--- config.mk ---
export PLATFORM = sky130hd
export DESIGN_NAME = wsts_ram
export DESIGN_NICKNAME = d
export VERILOG_FILES = /design/src/sv/assert_macros.svh /design/src/sv/wsts_ram.sv
export SDC_FILE = /design/constraint.sdc
export NUM_CORES = 2
export LEC_CHECK = 0
export BUFFER_PORTS_ARGS = -buffer_cell sky130_fd_sc_hd__clkbuf_2
export CORE_MARGIN = 4
export CORE_UTILIZATION = 57
export DETAILED_ROUTE_END_ITERATION = 8
export PLACE_DENSITY = 0.8
export SLEW_MARGIN = 20
export SYNTH_ARGS = -nofsm -noshare
export SYNTH_HDL_FRONTEND = slang
export SYNTH_SLANG_ARGS = --single-unit
--- constraint.sdc ---
create_clock -name clk -period 3.67 [get_ports clk]
set_clock_uncertainty 0.2 [all_clocks]
set_input_delay 0.5505 -clock clk [delete_from_list [all_inputs] [get_ports clk]]
set_output_delay 0.5505 -clock clk [all_outputs]
set_load 0.03 [all_outputs]
--- src/sv/assert_macros.svh ---
// assertion macros shared by the sampler rtl
// no dependencies
`ifndef ASSERT_MACROS_SVH
`define ASSERT_MACROS_SVH

// antecedent implies consequent in the same cycle
`define ASSERT_IMPL(lbl, clk, rst_n, ante, cons) \
	lbl: assert property (@(posedge clk) disable iff (!rst_n) (ante) |-> (cons)) \
		else $error("same-cycle implication failed");

// antecedent implies consequent in the next cycle
`define ASSERT_NEXT(lbl, clk, rst_n, ante, cons) \
	lbl: assert property (@(posedge clk) disable iff (!rst_n) (ante) |=> (cons)) \
		else $error("next-cycle implication failed");

`endif

--- src/sv/wsts_ram.sv ---
// single-port-write, single-port-read synchronous ram, read data registered
// no dependencies
module wsts_ram #(
	parameter int WIDTH = 32,
	parameter int DEPTH = 64
) (
	input  logic                     clk,
	input  logic                     wr_en,
	input  logic [$clog2(DEPTH)-1:0] wr_addr,
	input  logic [WIDTH-1:0]         wr_data,
	input  logic [$clog2(DEPTH)-1:0] rd_addr,
	output logic [WIDTH-1:0]         rd_data
);

	logic [WIDTH-1:0] mem_q [DEPTH];

	always_ff @(posedge clk) begin
		if (wr_en) begin
			mem_q[wr_addr] <= wr_data;
		end
	end

	always_ff @(posedge clk) begin
		rd_data <= mem_q[rd_addr];
	end

endmodule

# Yosys cells after proc, flatten, opt, wreduce, memory -nomap -nowiden
# Memories as Yosys holds them, arrays and structs flattened. A register that Yosys moved wholly into a read port is not among the register bits.
# Index checks and enable logic that the tools add are counted.
[word_totals]
output_inout_bits = 32
memories = 1
regBits = 0
ramBits = 2048
elab_cells = 3
in_bits = 46
latchBits = 0
rom_bits = 0
[mem_list]
columns = ["memory", "words", "word_bits", "rd", "rd_clocked_by_memory_dff", "write_ports", "line", "rtl"]
rows = [
  ["mem_q", 64, 32, 1, 1, 1, "wsts_ram.sv:15", "logic [WIDTH-1:0] mem_q [DEPTH];"],
]
[classes]
reduce_logical = 0
mul = 0
bitwise = 0
eq_ne = 0
div = 0
n_lt_le_gt_ge = 0
addsub = 0
shifts = 0
mux = 2
[op_table]
columns = ["op", "count"]
rows = [
  ["2-to-1 mux 1 bit", 2],
]

# Depth between registers and ports, before layout
[logic_depth]
ltp_word = 2
ltp_mapped = 10
mapped_depth_nobuf = 5

# Worst setup path after synthesis
# Ideal clock, no wire load.
[synth_path]
kind = "input -> register"
start = "in wr_addr[3]"
end = "mem mem_q[48][0] (enable)"
arrival_time_ns = 3.249
setup_time_ns = 0.461
required_ns = 3.009
n_path_buf = 1
path_stages = 4
path_slack_ns = -0.240
cell_sequence = "clkbuf_1 -> nor2b_1 -> nand4b_1 -> nor3_1"
[synth_rtl]
columns = ["item", "line", "rtl"]
rows = [
  ["from (decl)", "wsts_ram.sv:9", "input logic [$clog2(DEPTH)-1:0] wr_addr,"],
  ["to (decl)", "wsts_ram.sv:15", ""],
]
# Straight into the memory's write port.

==> impl_metrics.py <==
metrics = {
    "setup_path": {
        "crit_path_start": "rd_addr[0]",
        "required_ns": 4.16,
        "path_class": "primary input to flop",
        "crit_slowest_cell": "o22ai_1",
        "crit_cells": 7,
        "path_common_cell": "mux4_2",
        "endpoint": "rd_data[12]",
        "reg2reg_to": "rd_data[12]",
        "crit_path_end_kind": "flop",
        "worst_setup_path_start_kind": "primary input",
        "crit_buf_inv": 3,
        "r2r_slack_ns": 1.19,
        "critical_path_arrival_ns": 3.36,
        "slowest_delay_ns": 0.63,
        "rr_worst_depth": 4,
        "cp_max_fo": 24,
        "crit_family": "multiplexers",
        "rr_startpoint": "mem_q[61][12]",
        "path_cells": "buf_8, buf_12, buf_4, mux4_2, mux4_2, o22ai_1, nor2_1",
    },
    "power": {
        "netSwitchingFraction_pct": 21.49,
        "seqPwrFrac_pct": 53.7,
        "p_sw_uw": 10580,
        "p_leak_uw": 0.02823,
        "clkPwrFrac_pct": 41.1,
        "finalPower_uw": 49210,
        "vdd_ir_drop_max_uv": 452.7,
        "internal_power_uw": 38630,
        "p_per_area_nw_per_um2": 548.5,
        "combPwrFrac_pct": 5.3,
    },
    "place": {
        "dp_hpwl_um": 113200,
        "place_congestion": 0.8176,
        "placed_area_um2": 83340,
        "port_buffers": 77,
        "dp_cells": 5251,
    },
    "synth": {
        "synth-xor-area-share_pct": 0,
        "netlist_area_um2": 78520,
        "syn_nets": 3370,
        "synth-warning-count": 0,
        "synth.top_cell.area_share_pct": 78.33,
        "avgSynthCellArea_um2": 23.62,
        "synth_top_family_by_area": "multiplexers",
        "ys_ff_latch": 2080,
        "ys_seq_area_share_pct": 79.14,
        "synth_compound_area_share_pct": 1.673,
        "synth-simple-area-share_pct": 1.265,
        "synthAdderAreaFrac_pct": 0,
        "synthCells": 3324,
        "yosysTopAreaCell": "edfxtp_1",
        "synth.distinct_cells": 34,
        "synth_area_leaders": "edfxtp_1 (78%), mux4_2 (16%), mux2i_1 (1.2%), dfxtp_1 (0.82%), o22ai_1 (0.67%)",
        "synthMuxAreaShare_pct": 16.79,
    },
    "global_route": {
        "grt-ovfl-total": 0,
        "grt_max_degree": 65,
        "grt_pass1_vias": 40506,
        "antenna_found_initial": 6,
        "grt_usage_pct": 30.39,
        "grt_pass1_wl_um": 303900,
    },
    "cells_and_area": {
        "finalNonFillerCells": 5613,
        "layout_common_cells": "edfxtp_1 (2048), mux4_2 (544), buf_4 (212)",
        "final_net_count": 3709,
        "syn_to_final_growth_pct": 14.25,
        "regArea_um2": 62140,
        "final_common_cell": "edfxtp_1",
        "layout-drive-gt1-share_pct": 31.59,
        "final_area_um2": 89700,
        "fillCellCount": 7931,
        "multiInputGateArea_um2": 15980,
    },
    "timing": {
        "min_period_over_period_pct": 78.22,
        "finalSetupViolations": 0,
        "rsz0062_at_grt": "no",
        "fin_setup_tns_ns": 0,
        "fin_crit_ns": 2.871,
        "tightest_slew_ns": 1.104,
        "finalHoldViolations": 0,
        "drv_slew": 0,
        "relSlewSlack_pct": 26.40,
        "fmax_ghz": 0.3484,
    },
    "floorplan": {
        "rows": 135,
        "coreArea_um2": 136100,
        "dieArea_um2": 143700,
        "start_util_pct": 57.67,
        "die_h_um": 379.1,
        "die_w_um": 379.1,
        "io-pin-count": 78,
    },
    "drt": {
        "antenna_left": 0,
        "drt-pass1-iter-count": 5,
        "routedWlPerCell_um": 38.06,
        "dr.first_iter.drc_count": 6571,
        "route.detailed.drc": 0,
        "num_vias": 39857,
        "finalWirelength_um": 213600,
        "vias_per_cell": 7.101,
    },
    "cts": {
        "htree_levels": 4,
        "clock_latency_ns": 0.83,
        "numCtsBuffers": 190,
        "post_cts_buffers": 0,
        "cts_buffer_depth": 3,
        "root_buffer": "clkbuf_16",
        "clk_pin_slew_ns": 0.07,
        "cts_tree": "yes",
        "clkSinkCount": 2080,
        "cts_resized": 0,
    },
    "hold_path": {
        "holdPathStages": 1,
        "hold_path.class": "primary input to flop",
    },
    "outcome": {
        "outcome": "complete, no violations",
    },
    "run": {
        "drv_cap": 0,
    },
}
-- per-layer routing --
layer  global-route usage [%]  part of all wire (%)  routed length (um)
met1                    41.49                    33               71000
met2                    47.41                    48              103200
met3                    7.272                    13               28590
met4                    13.84                   5.0               10730
met5                        0                 0.027                  57
-- metrics by stage --
stage / setup slack [ns] / utilization (%) / hold slack, ns
2_1_floorplan: 0.2676 / - / 0.4494
3_3_place_gp: -0.03186 / 61.21 / 0.5175
3_5_place_dp: -0.01275 / 61.22 / 0.5384
4_1_cts: 0.8622 / 65.85 / 0.1524
5_1_grt: 0.8263 / 65.88 / 0.06713
6_report: 0.7994 / 65.89 / 0.06242
-- worst min path at each step --
stage	start	endpoint	slack, ns
2_1_floorplan	wr_data[0]	mem_q[0][0]	0.45
3_3_place_gp	mem_q[12][17]	rd_data[17]	0.52
3_5_place_dp	mem_q[12][20]	rd_data[20]	0.54
4_1_cts	wr_data[3]	mem_q[62][3]	0.15
5_1_grt	wr_data[12]	mem_q[62][12]	0.07
6_report	wr_data[24]	mem_q[17][24]	0.06
-- synth_stat cells (all sizes together) --
master  number
nand3        5
nand4b       1
dfxtp       32
mux4       544
a31oi        1
nand4        2
nand2b       8
mux2i       93
a21oi       62
nor2b       15
edfxtp    2048
nand3b       5
nand2       26
buf        108
or3b         5
clkbuf      74
and3         4
o32ai        4
and2         2
a22oi       12
or3          3
or2          3
a41o         4
nor3         7
a311oi       8
o221ai      27
o22ai       84
nor2       137
-- state kept, by name (all words and copies together) (netlist names) --
signal	count
mem_q	2048
rd_data	32
-- cell type report --
cell class,instances,share of cell area [%]
Sequential cell,2080,69.27
Tap cell,1781,2.484
Clock inverter,100,1.198
Timing Repair Buffer,329,3.392
Antenna cell,8,0.02232
Multi-Input combinational cell,1062,17.81
Clock buffer,253,5.818
-- power groups by stage --
stage / combinational (uW) / sequential [uW] / clock [uW]
2_1_floorplan: 1280 / 27000 / 0
3_3_place_gp: 2430 / 26900 / 0
3_5_place_dp: 2500 / 26900 / 0
4_1_cts: 2570 / 26400 / 20300
6_report: 2590 / 26400 / 20200
5_1_grt: 2700 / 26400 / 21400
-- cell families (layout without fill, tap and decap cells) --
| group | Yosys count | count (layout) |
|---|---|---|
| DFF | 2080 | 2080 |
| muxes | 637 | 637 |
| and+or+nand+nor | 223 | 223 |
| AOI/OAI and AO/OA | 202 | 202 |
| buffers and inverters | 182 | 682 |
| other | 0 | 8 |
-- timing repair --
action,in CTS,in global routing
endpoints found under the setup margin,0,0
hold endpoints to repair,1,0
hold buffers,1,0
No activity file was read; power rests on OpenSTA's default activity.
